File: config.mk
export PLATFORM = sky130hd
export DESIGN_NAME = cham128_block_cipher_core
export DESIGN_NICKNAME = d
export VERILOG_FILES = /design/src/rtl/cham128_pkg.sv /design/src/rtl/cham128_block_cipher_core.sv
export SDC_FILE = /design/constraint.sdc
export NUM_CORES = 1
export LEC_CHECK = 0
export BUFFER_PORTS_ARGS = -buffer_cell sky130_fd_sc_hd__buf_2
export CAP_MARGIN = 20
export CELL_PAD_IN_SITES_DETAIL_PLACEMENT = 0
export CELL_PAD_IN_SITES_GLOBAL_PLACEMENT = 1
export CORE_MARGIN = 2
export CORE_UTILIZATION = 49
export CTS_CLUSTER_DIAMETER = 100
export DETAILED_ROUTE_END_ITERATION = 7
export PLACE_DENSITY_LB_ADDON = 0.25
export SLEW_MARGIN = 25
export SYNTH_ARGS = -nofsm -noshare
export SYNTH_HDL_FRONTEND = slang
export SYNTH_SLANG_ARGS = --single-unit
File: constraint.sdc
create_clock -name clk -period 7.2 [get_ports clk]
set_input_delay 1.44 -clock clk [delete_from_list [all_inputs] [get_ports clk]]
set_output_delay 1.44 -clock clk [all_outputs]
set_load 0.005 [all_outputs]
File: src/rtl/cham128_pkg.sv
package cham128_pkg;

	localparam int unsigned ROUND_KEY_COUNT = 16;
	localparam int unsigned WORD_W          = 32;
	localparam int unsigned ROUND_W         = 7;
	localparam int unsigned ROUNDS_128      = 80;
	localparam int unsigned ROUNDS_256      = 96;
	localparam int unsigned CFG_INDEX_W     = 3;
	localparam int unsigned CFG_DATA_W      = 64;
	localparam int unsigned BLOCK_W         = 128;

	typedef logic [WORD_W-1:0] word_t;

	typedef enum logic [CFG_INDEX_W-1:0] {
		REG_KEY_SIZE_256 = 3'd0,
		REG_KEY_0_7      = 3'd1,
		REG_KEY_8_15     = 3'd2,
		REG_KEY_16_23    = 3'd3,
		REG_KEY_24_31    = 3'd4
	} cfg_reg_t;

	typedef enum logic [1:0] {
		ST_IDLE,
		ST_RUN,
		ST_DRAIN
	} state_t;

	function automatic word_t rotl32(input word_t v, input int unsigned s);
		return (v << s) | (v >> (WORD_W - s));
	endfunction

	function automatic word_t rotr32(input word_t v, input int unsigned s);
		return (v >> s) | (v << (WORD_W - s));
	endfunction

endpackage

File: src/rtl/cham128_block_cipher_core.sv
// Channel  Dir  Handshake          Payload
// s_*      in   s_tvalid/s_tready  s_tdata: block_high, block_low; s_tuser: func
// m_*      out  m_tvalid/m_tready  m_tdata: result_high, result_low
// cfg_*    in   cfg_wr_en          cfg_index, cfg_wdata (no read-back)
//
// One round per cycle through a single shared add/subtract round unit: an accepted beat
// is followed by 80 rounds (128-bit key) or 96 rounds (256-bit key), then the drain state
// hands the block to the output register once it is free, and only after that hand-over
// is the next beat taken. The round key table is registered from the key registers and
// follows a write in the cycle after the key registers take it.
// The output register holds a result until m_tready; a new block is taken
// meanwhile, and only its hand-over waits. arst_n clears control and keys.
module cham128_block_cipher_core #(
	parameter int unsigned ROUND_KEY_COUNT = cham128_pkg::ROUND_KEY_COUNT
) (
	input  logic                                 clk,
	input  logic                                 arst_n,
	input  logic                                 s_tvalid,
	output logic                                 s_tready,
	// [63:0] block_high, [127:64] block_low
	input  logic [cham128_pkg::BLOCK_W-1:0]      s_tdata,
	// [0] func
	input  logic [0:0]                           s_tuser,
	output logic                                 m_tvalid,
	input  logic                                 m_tready,
	// [63:0] result_high, [127:64] result_low
	output logic [cham128_pkg::BLOCK_W-1:0]      m_tdata,
	input  logic                                 cfg_wr_en,
	input  logic [cham128_pkg::CFG_INDEX_W-1:0]  cfg_index,
	input  logic [cham128_pkg::CFG_DATA_W-1:0]   cfg_wdata
);

	localparam int unsigned RK_IDX_W = $clog2(ROUND_KEY_COUNT);
	localparam int unsigned W        = cham128_pkg::WORD_W;
	localparam int unsigned RW       = cham128_pkg::ROUND_W;

	cham128_pkg::state_t state_q, state_d;

	logic                             ks256_q;
	logic [cham128_pkg::CFG_DATA_W-1:0] key_q [4];
	cham128_pkg::word_t               tbl_q [ROUND_KEY_COUNT];
	cham128_pkg::word_t               tbl_d [ROUND_KEY_COUNT];

	cham128_pkg::word_t               x_q [4];
	logic                             dec_q;
	logic [RW-1:0]                    rnd_q;
	logic [cham128_pkg::BLOCK_W-1:0]  out_q;
	logic                             out_vld_q;

	logic                             accept;
	logic                             out_free;
	logic                             last_round;
	logic                             load_out;
	logic [RW-1:0]                    last_rnd;

	logic [4:0]                       rk_m;
	logic [4:0]                       rk_r;
	logic [RK_IDX_W-1:0]              rk_idx;
	cham128_pkg::word_t               rk;
	cham128_pkg::word_t               rnd_w;
	cham128_pkg::word_t               op_a;
	cham128_pkg::word_t               op_b;
	cham128_pkg::word_t               op_bx;
	cham128_pkg::word_t               sum;
	cham128_pkg::word_t               rnd_out;

	// key schedule
	always_comb begin
		cham128_pkg::word_t k;
		cham128_pkg::word_t f1;
		cham128_pkg::word_t f2;
		tbl_d = '{default: '0};
		for (int j = 0; j < 8; j++) begin
			k  = (j % 2 == 0) ? key_q[2'(j/2)][63:32] : key_q[2'(j/2)][31:0];
			f1 = k ^ cham128_pkg::rotl32(k, 1) ^ cham128_pkg::rotl32(k, 8);
			f2 = k ^ cham128_pkg::rotl32(k, 1) ^ cham128_pkg::rotl32(k, 11);
			if (ks256_q) begin
				tbl_d[RK_IDX_W'(j % ROUND_KEY_COUNT)] = f1;
				tbl_d[RK_IDX_W'(((j + 8) ^ 1) % ROUND_KEY_COUNT)] = f2;
			end else if (j < 4) begin
				tbl_d[RK_IDX_W'(j % ROUND_KEY_COUNT)] = f1;
				tbl_d[RK_IDX_W'(((j + 4) ^ 1) % ROUND_KEY_COUNT)] = f2;
			end
		end
	end

	always_ff @(posedge clk or negedge arst_n) begin
		if (!arst_n) begin
			ks256_q <= 1'b0;
			key_q   <= '{default: '0};
			tbl_q   <= '{default: '0};
		end else begin
			tbl_q <= tbl_d;
			if (cfg_wr_en) begin
				case (cfg_index)
					cham128_pkg::REG_KEY_SIZE_256: ks256_q  <= cfg_wdata[0];
					cham128_pkg::REG_KEY_0_7:      key_q[0] <= cfg_wdata;
					cham128_pkg::REG_KEY_8_15:     key_q[1] <= cfg_wdata;
					cham128_pkg::REG_KEY_16_23:    key_q[2] <= cfg_wdata;
					cham128_pkg::REG_KEY_24_31:    key_q[3] <= cfg_wdata;
					default: ;
				endcase
			end
		end
	end

	// shared round unit
	always_comb begin
		rk_m   = ks256_q ? {1'b0, rnd_q[3:0]} : {2'b00, rnd_q[2:0]};
		rk_r   = (rk_m >= 5'(ROUND_KEY_COUNT)) ? rk_m - 5'(ROUND_KEY_COUNT) : rk_m;
		rk_idx = rk_r[RK_IDX_W-1:0];
		rk     = tbl_q[rk_idx];
		rnd_w  = {{(W-RW){1'b0}}, rnd_q};

		if (dec_q) begin
			op_a = rnd_q[0] ? cham128_pkg::rotr32(x_q[3], 1) : cham128_pkg::rotr32(x_q[3], 8);
			op_b = (rnd_q[0] ? cham128_pkg::rotl32(x_q[0], 8)
			                 : cham128_pkg::rotl32(x_q[0], 1)) ^ rk;
		end else begin
			op_a = x_q[0] ^ rnd_w;
			op_b = (rnd_q[0] ? cham128_pkg::rotl32(x_q[1], 8)
			                 : cham128_pkg::rotl32(x_q[1], 1)) ^ rk;
		end
		op_bx = dec_q ? ~op_b : op_b;
		sum   = op_a + op_bx + {{(W-1){1'b0}}, dec_q};

		if (dec_q) begin
			rnd_out = sum ^ rnd_w;
		end else begin
			rnd_out = rnd_q[0] ? cham128_pkg::rotl32(sum, 1) : cham128_pkg::rotl32(sum, 8);
		end
	end

	// sequencer
	always_ff @(posedge clk or negedge arst_n) begin
		if (!arst_n) begin
			state_q <= cham128_pkg::ST_IDLE;
		end else begin
			state_q <= state_d;
		end
	end

	always_comb begin
		last_rnd   = ks256_q ? RW'(cham128_pkg::ROUNDS_256 - 1) : RW'(cham128_pkg::ROUNDS_128 - 1);
		last_round = dec_q ? (rnd_q == '0) : (rnd_q == last_rnd);
		out_free   = !out_vld_q || m_tready;
		s_tready   = 1'b0;
		load_out   = 1'b0;
		state_d    = state_q;
		unique case (state_q)
			cham128_pkg::ST_IDLE: begin
				s_tready = 1'b1;
				if (s_tvalid) begin
					state_d = cham128_pkg::ST_RUN;
				end
			end
			cham128_pkg::ST_RUN: begin
				if (last_round) begin
					state_d = cham128_pkg::ST_DRAIN;
				end
			end
			cham128_pkg::ST_DRAIN: begin
				if (out_free) begin
					load_out = 1'b1;
					state_d  = cham128_pkg::ST_IDLE;
				end
			end
			default: state_d = cham128_pkg::ST_IDLE;
		endcase
		accept = s_tvalid && s_tready;
	end

	always_ff @(posedge clk or negedge arst_n) begin
		if (!arst_n) begin
			dec_q <= 1'b0;
			rnd_q <= '0;
		end else if (accept) begin
			dec_q <= s_tuser[0];
			rnd_q <= s_tuser[0] ? last_rnd : '0;
		end else if (state_q == cham128_pkg::ST_RUN) begin
			rnd_q <= dec_q ? rnd_q - RW'(1) : rnd_q + RW'(1);
		end
	end

	always_ff @(posedge clk) begin
		if (accept) begin
			x_q[0] <= s_tdata[63:32];
			x_q[1] <= s_tdata[31:0];
			x_q[2] <= s_tdata[127:96];
			x_q[3] <= s_tdata[95:64];
		end else if (state_q == cham128_pkg::ST_RUN) begin
			if (dec_q) begin
				x_q[0] <= rnd_out;
				x_q[1] <= x_q[0];
				x_q[2] <= x_q[1];
				x_q[3] <= x_q[2];
			end else begin
				x_q[0] <= x_q[1];
				x_q[1] <= x_q[2];
				x_q[2] <= x_q[3];
				x_q[3] <= rnd_out;
			end
		end
	end

	// output register
	always_ff @(posedge clk) begin
		if (load_out) begin
			out_q <= {x_q[2], x_q[3], x_q[0], x_q[1]};
		end
	end

	always_ff @(posedge clk or negedge arst_n) begin
		if (!arst_n) begin
			out_vld_q <= 1'b0;
		end else if (load_out) begin
			out_vld_q <= 1'b1;
		end else if (m_tready) begin
			out_vld_q <= 1'b0;
		end
	end

	assign m_tvalid = out_vld_q;
	assign m_tdata  = out_q;

endmodule
Yosys cells after proc, flatten, opt, wreduce, memory -nomap -nowiden. Memory sizes are Yosys's and may differ from the RTL's. Index checks and enable logic that the tools add are counted.

Word-level logic and storage cells: 150. Register bits: 684. Bits in writable memories: 128. Memories kept: 1. Output and inout bits: 130.

Reductions and logical operators: 12. Muxes and demuxes: 55. Equal/unequal tests: 8. $add $sub $neg: 5. Bitwise logic cells: 46. Magnitude comparators: 2.

Memories: x_q (depth 4, bits a word 32, read ports 4, clocked after memory_dff 0, wr ports 4, line cham128_block_cipher_core.sv:44) `cham128_pkg::word_t x_q [4];`.

Operator list (number): $mux W32 (27); $xor A32 B32 Y32 (14); $or A32 B1 Y32 (7); $or A32 B8 Y32 (7); $bmux W32 S4 (1); $or A32 B11 Y32 (4); $xor A32 B7 Y32 (2); $add A32 B1 Y32 (1); $add A32 B32 Y32 (1); $not A32 Y32 (1); $or A24 B32 Y32 (1); $or A31 B32 Y32 (1); $mux W7 (4); $mux W1 (16); $mux W4 (2); $or A1 B1 Y1 (8); $add A7 B1 Y7 const B (1); $eq A7 B7 Y1 (1); $logic_not A7 Y1 (1); $sub A7 B1 Y7 const B (1); $mux W2 (3); $ne A2 B2 Y1 const B (3); $pmux W2 S3 (1); $reduce_and A2 Y1 (3); other kinds (16) (17).

Longest topological paths before layout. Gate-level depths: netlist (run 1).

Word-level depth: 18. Mapped depth: 20.

Least setup slack after synthesis (run 1). OpenSTA, ideal clock, no wires.

Path kind: input to register. Start: input port m_tready. End: register out_q, in the netlist m_tdata[0] (read register of x_q), enable pin. Stages: 2. Path slack: -0.232 ns. Library setup time: 0.616 ns. Data required time: 6.584 ns. Data arrival time: 6.815 ns. Buffers on the path: 0. Path through: nor2b_1 > nor2_1.

Cells in the longest elaborated chain, start to end: 3.

Ends and longest elaborated chain: from (decl) (line cham128_block_cipher_core.sv:25) `input logic m_tready,`; $logic_or A1 B1 Y1 (line cham128_block_cipher_core.sv:146) `out_free = !out_vld_q || m_tready;`; $mux W1 (line cham128_block_cipher_core.sv:163) `if (out_free) begin`; $mux W1 (line cham128_block_cipher_core.sv:150) `unique case (state_q)`; via load_out (line cham128_block_cipher_core.sv:53) `logic load_out;`; to (decl) (line cham128_block_cipher_core.sv:47) `logic [cham128_pkg::BLOCK_W-1:0] out_q;`.

The timed path passes the listed nets, and every way through them passes these cells. A chain may end at the register's enable or synchronous reset.

==> results of run 1 <==
## layout by cell type (no fill, tap or decap), types with 10 or more instances in the layout
master,netlist,layout
buf_4,0,32
a211oi_1,14,14
clkbuf_8,0,11
edfxtp_1,256,256
a21o_1,27,27
o21ai_0,151,151
xor2_1,34,33
mux2_2,130,130
and3_1,18,18
clkbuf_1,267,20
mux4_2,96,96
nand3_1,19,19
nand2_1,213,210
and2_1,133,132
nor2_1,118,116
xnor2_1,425,425
mux2i_1,123,123
buf_2,3,329
clkbuf_16,0,85
o21a_1,17,17
ha_1,35,35
nor2b_1,12,12
dfrtp_1,524,519
a31oi_1,50,50
nor3_1,13,13
nand2b_1,11,10
a21oi_1,161,161
inv_1,17,17
## path summary, 6_finish.rpt
| kind | startpoint | endpoint | cells past startpoint |
|---|---|---|---|
| hold reg to reg | x_q[2][23] | m_tdata[119] | 0 |
| setup / recovery | dec_q | x_q[3][20] | 15 |
| hold / removal | x_q[2][23] | m_tdata[119] | 0 |
| max in group asynchronous | arst_n | rnd_q[0] | 2 |
| setup reg to reg | dec_q | x_q[3][20] | 15 |
| min in group asynchronous | arst_n | key_q[170] | 1 |
## per-layer routing
metal,GRT usage,vias to the layer above,share of wire
li1,-,10700,-
met1,0.405,12400,0.41
met2,0.523,945,0.49
met3,0.0347,241,0.053
met4,0.139,0,0.049
met5,0,-,0
## synthesized netlist by cell type, types with 18 or more instances
master	instances	area, um2
a21oi_1	161	806
nand3_1	19	95.1
ha_1	35	438
mux4_2	96	2160
clkbuf_1	267	1000
mux2i_1	123	1230
a31oi_1	50	313
nor2_1	118	443
edfxtp_1	256	7690
and3_1	18	113
mux2_2	130	1460
buf_1	18	67.6
nand2_1	213	800
and2_1	133	832
a21o_1	27	203
xor2_1	34	298
o21ai_0	151	756
dfrtp_1	524	13100
xnor2_1	425	3720
## worst max-delay path, stage by stage (launching register included)
cell and delay, ns:
dfrtp_4 0.69, buf_12 0.28, o21ai_0 0.89, o21ai_0 0.38
xnor2_1 0.22, ha_1 0.26, a21oi_1 0.24, o21bai_1 0.14
a21o_1 0.22, a21o_1 0.18, a21o_1 0.20, a221oi_1 0.77
a21oi_2 0.18, or4_1 0.44, a31oi_1 0.37, a211o_1 0.17
## cells by family (layout without fill, tap and decap cells)
family          count (synthesis)  in the layout  synth area share
flops                         780            780             0.564
buf+inv                       307            534            0.0314
simple gates                  572            572            0.0744
mux                           349            349             0.132
xor+xnor                      460            460             0.110
fa+ha+maj                      37             37            0.0130
compound gates                476            476            0.0755
## layout make-up
type	instances	area [um2]	share of cell area
Clock buffer	116	2350	0.0562
Clock inverter	27	365	0.00872
Inverter	19	71.3	0.00170
Multi-Input combinational cell	1894	15000	0.357
Sequential cell	780	20800	0.497
Tap cell	969	1210	0.0290
Timing Repair Buffer	372	2090	0.0500
## through the flow
step | cells | hold slack (ns)
after floorplan | 2981 | 0.441
after global placement | 4034 | 0.470
after detailed placement | 4034 | 0.475
after CTS | 4177 | 0.489
after global routing | 4177 | 0.506
final | 4177 | 0.488
## state kept, by name (all words and copies together) (netlist names)
name,cells
dec_q,1
key_q,128
ks256_q,1
m_tdata,128
m_tvalid,1
rnd_q,7
state_q,2
tbl_q,384
x_q,128
==> flow_metrics.py, run 1 <==
metrics = {
    "detailed_routing": {
        "wire_per_inst_um": 28.5,
        "num_vias": 24300,
        "route.detailed.drc": 0,
        "drt-vias-per-instance": 5.82,
        "detailedRoute.firstIterationViolations": 2155,
        "detail-route-antenna-nets": 0,
        "first_pass_iters": 7,
        "route.final.wire_length_um": 119000,
    },
    "layout": {
        "final.fill_count": 6165,
        "final_nets": 3387,
        "area_growth_pct": 13.6,
        "post-route-cell-area_um2": 41900,
        "ant_diodes": 0,
        "drive_gt1_frac": 0.232,
        "finish.utilization": 0.562,
    },
    "placed_design": {
        "placed_area_um2": 39200,
        "detailedPlacementHpwl_um": 90300,
        "place.port_buffers": 330,
        "place_worst_setup_slack_ns": 1.48,
        "final_replace_weighted_congestion": 0.943,
    },
    "timing": {
        "setup_slack_ns": 1.42,
        "skew_ns": 0.0359,
        "post-route-min-period_ns": 5.78,
        "rsz0062_at_grt": "false",
        "finalSetupTns_ns": 0,
        "maxSlewHeadroom": 0.266,
        "final_min_period_over_clock_period": 0.803,
        "worstMarginPinSlew_ns": 1.09,
        "finalMaxSlewViolations": 0,
        "final-setup-viol-count": 0,
        "timing_hold_violations_final": 0,
        "fmax_ghz": 0.173,
    },
    "global_routing": {
        "gr-total-overflow": 0,
        "via_count_of_the_first_global_routing_pass": 25100,
        "grtUsageTotal": 0.310,
        "grt_antenna_before_repair": 1,
        "grt_start_max_net_pins": 154,
        "grt_pass1_wl_um": 173000,
    },
    "clock_network": {
        "cts_resized": 0,
        "clock_path_buffers": 3,
        "cts_tree": "built",
        "clkSinkCount": 780,
        "cts_buffers": 82,
        "clkLatencyLatePin_ns": 0.65,
        "cts_hold_buf": 0,
        "cts_max_level": 3,
        "cts-root-buf": "clkbuf_16",
        "worst_setup_hold_path_clk_slew_ns": 0.06,
        "cts.repair_timing.setup_buffer_count": 0,
    },
    "floorplanning": {
        "floorplan.core_area_um2": 74400,
        "floorplan.io_pins": 331,
        "starting_density_of_the_core": 0.495,
        "fp-row-count": 100,
        "die_w_um": 278,
        "die-height_um": 278,
        "die_area_um2": 77400,
    },
    "logic_synthesis": {
        "syn_nets": 3219,
        "post_synth_edffs": 256,
        "synth_seq_area_share": 0.564,
        "postSynthCellCount": 2981,
        "synth.ff_latch_count": 780,
        "yosys_warnings": 0,
        "synthesis.area_um2": 36800,
        "dominantRegCellSynth": "dfrtp_1",
        "post_synth.cell_area_avg_um2": 12.4,
        "synth.distinct_cells": 66,
        "proportion_of_synthesized_flip_flops_having_asynchronous_set_or_reset": 0.672,
    },
    "critical_path": {
        "required_ns": 7.71,
        "crit_path_max_fanout": 58,
        "startpoint_type": "flop",
        "cp_data_arrival_time_ns": 6.29,
        "ff2ff_setup_slack_ns": 1.42,
        "setup_cp_type": "reg2reg",
        "setup.worst_path.end_class": "flop",
    },
    "min_path": {
        "hold_path.class": "reg2reg",
    },
    "outcome": {
        "run_status": "finished clean",
    },
    "run": {
        "max_cap_violations": 0,
    },
}
Power of run 1 is not shown: default switching activity piles up to over one toggle a cycle in this logic, so the estimate is an artifact.
==> run 2, diff against run 1 <==
Clock period 7.2 ns to 5.54 ns, I/O delays scaled along.
==> flow_metrics.py, run 2 (synthesized netlist as in run 1, its figures left out) <==
metrics = {
    "timing": {
        "maxSlewHeadroom": 0.297,
        "skew_ns": 0.0457,
        "worstMarginPinSlew_ns": 1.05,
        "post-route-min-period_ns": 5.07,
        "timing_hold_violations_final": 0,
        "final_min_period_over_clock_period": 0.914,
        "finalSetupTns_ns": 0,
        "rsz0062_at_grt": "false",
        "finalMaxSlewViolations": 0,
        "final-setup-viol-count": 0,
        "fmax_ghz": 0.197,
    },
    "floorplanning": {
        "starting_density_of_the_core": 0.495,
        "die_area_um2": 77400,
        "fp-row-count": 100,
        "die_w_um": 278,
        "die-height_um": 278,
        "floorplan.core_area_um2": 74400,
        "floorplan.io_pins": 331,
    },
    "detailed_routing": {
        "detailedRoute.firstIterationViolations": 2545,
        "detail-route-antenna-nets": 0,
        "route.detailed.drc": 0,
        "drt-vias-per-instance": 5.84,
        "first_pass_iters": 5,
        "num_vias": 24800,
        "wire_per_inst_um": 28.4,
        "route.final.wire_length_um": 120000,
    },
    "critical_path": {
        "cp_data_arrival_time_ns": 5.56,
        "setup_cp_type": "reg2reg",
        "startpoint_type": "flop",
        "crit_path_max_fanout": 41,
        "worst_path_largest_cell_delay_ns": 0.60,
        "cell_chain_critical_path": "buf_12 > mux4_2 > nand2_1 > a21oi_1 > a31oi_1 > xor2_1 > ha_1 > a21o_1 > a21o_1 > a21o_1 > a221oi_1 > buf_4 > a21oi_2 > or4_1 > a31oi_1 > a211o_1",
        "ff2ff_setup_slack_ns": 0.47,
        "required_ns": 6.03,
        "setup.worst_path.end_class": "flop",
        "crit_path_frequent_cell": "a21o_1",
        "critPathSlowestCell": "dfrtp_4",
    },
    "outcome": {
        "run_status": "finished clean",
    },
    "global_routing": {
        "grt_antenna_before_repair": 0,
        "gr-total-overflow": 0,
        "grt_start_max_net_pins": 135,
        "grtUsageTotal": 0.313,
        "grt_pass1_wl_um": 175000,
        "via_count_of_the_first_global_routing_pass": 25600,
    },
    "clock_network": {
        "cts_tree": "built",
        "cts_resized": 0,
        "clkLatencyLatePin_ns": 0.65,
        "clkSinkCount": 780,
        "worst_setup_hold_path_clk_slew_ns": 0.06,
        "cts.repair_timing.setup_buffer_count": 0,
        "cts-root-buf": "clkbuf_16",
        "clock_path_buffers": 3,
        "cts_buffers": 82,
        "cts_hold_buf": 0,
        "cts_max_level": 3,
    },
    "layout": {
        "finish.utilization": 0.570,
        "max_reg_flops": 384,
        "area_growth_pct": 15.2,
        "layout.cells.most_common": "dfrtp_1",
        "regMostFlops": "tbl_q",
        "final.fill_count": 6173,
        "ant_diodes": 0,
        "final_nets": 3449,
        "layout_common_cells": "dfrtp_1, xnor2_1, buf_2",
        "drive_gt1_frac": 0.247,
    },
    "placed_design": {
        "detailedPlacementHpwl_um": 91400,
        "final_replace_weighted_congestion": 0.949,
        "place.port_buffers": 330,
    },
    "min_path": {
        "hold_path.class": "in2async",
    },
    "run": {
        "max_cap_violations": 0,
    },
}
[run 2: changes by cell type in the layout (fill, tap and decap cells not counted), moves of 2 or more]
| cell | change |
|---|---|
| buf_12 | +2 |
| clkinv_1 | -2 |
| buf_16 | +2 |
| clkinv_2 | +4 |
| buf_4 | +59 |
| clkinvlp_4 | -2 |
| clkbuf_1 | -2 |
[run 2: final timing paths]
check / startpoint / to / cells past startpoint
worst max-delay path: rnd_q[0] / x_q[3][20] / 16
worst min-delay path: arst_n / key_q[193] / 1
max in group asynchronous: arst_n / dec_q / 3
worst max register to register: rnd_q[0] / x_q[3][20] / 16
worst min register to register: x_q[0][16] / m_tdata[48] / 0
min in group clk: x_q[0][16] / m_tdata[48] / 0
[run 2: cell type report]
type                    instances  area [um2]  share of cell area
multi-input cells            1894       15000               0.352
clock inverters                30         437              0.0103
inverters                      19        71.3             0.00168
flip-flops and latches        780       20800               0.491
clock buffers                 113        2320              0.0547
repair buffers                434        2620              0.0617
well taps                     969        1210              0.0286
[run 2: worst max-delay path: cells and delay by family (launching register included)]
| kind | cells | cell delay [ns] |
|---|---|---|
| AOI/OAI and AO/OA | 9 | 2.05 |
| buffers and inverters | 2 | 0.55 |
| adders and majority gates | 1 | 0.35 |
| xor gates and xnor gates | 1 | 0.26 |
| muxes | 1 | 0.56 |
| DFF | 1 | 0.60 |
| and+or+nand+nor | 2 | 0.49 |
[run 2: stage by stage]
step / worst slack [ns] / area, um2 / std cells / hold slack, ns
floorplan: 0.346 / 36900 / 2981 / 0.441
global route: 0.149 / 42400 / 4239 / 0.416
finish: 0.475 / 42400 / 4239 / 0.403
detailed placement: 0.456 / 39600 / 4094 / 0.467
CTS: 0.387 / 42400 / 4237 / 0.480
global placement: 0.494 / 39600 / 4094 / 0.462
[run 2: routing by layer]
| metal | share of wire | track usage |
|---|---|---|
| met5 | 0 | 0 |
| met4 | 0.056 | 0.162 |
| met3 | 0.052 | 0.0323 |
| met2 | 0.49 | 0.519 |
| met1 | 0.41 | 0.410 |
Power of run 2 is left out for the same reason.
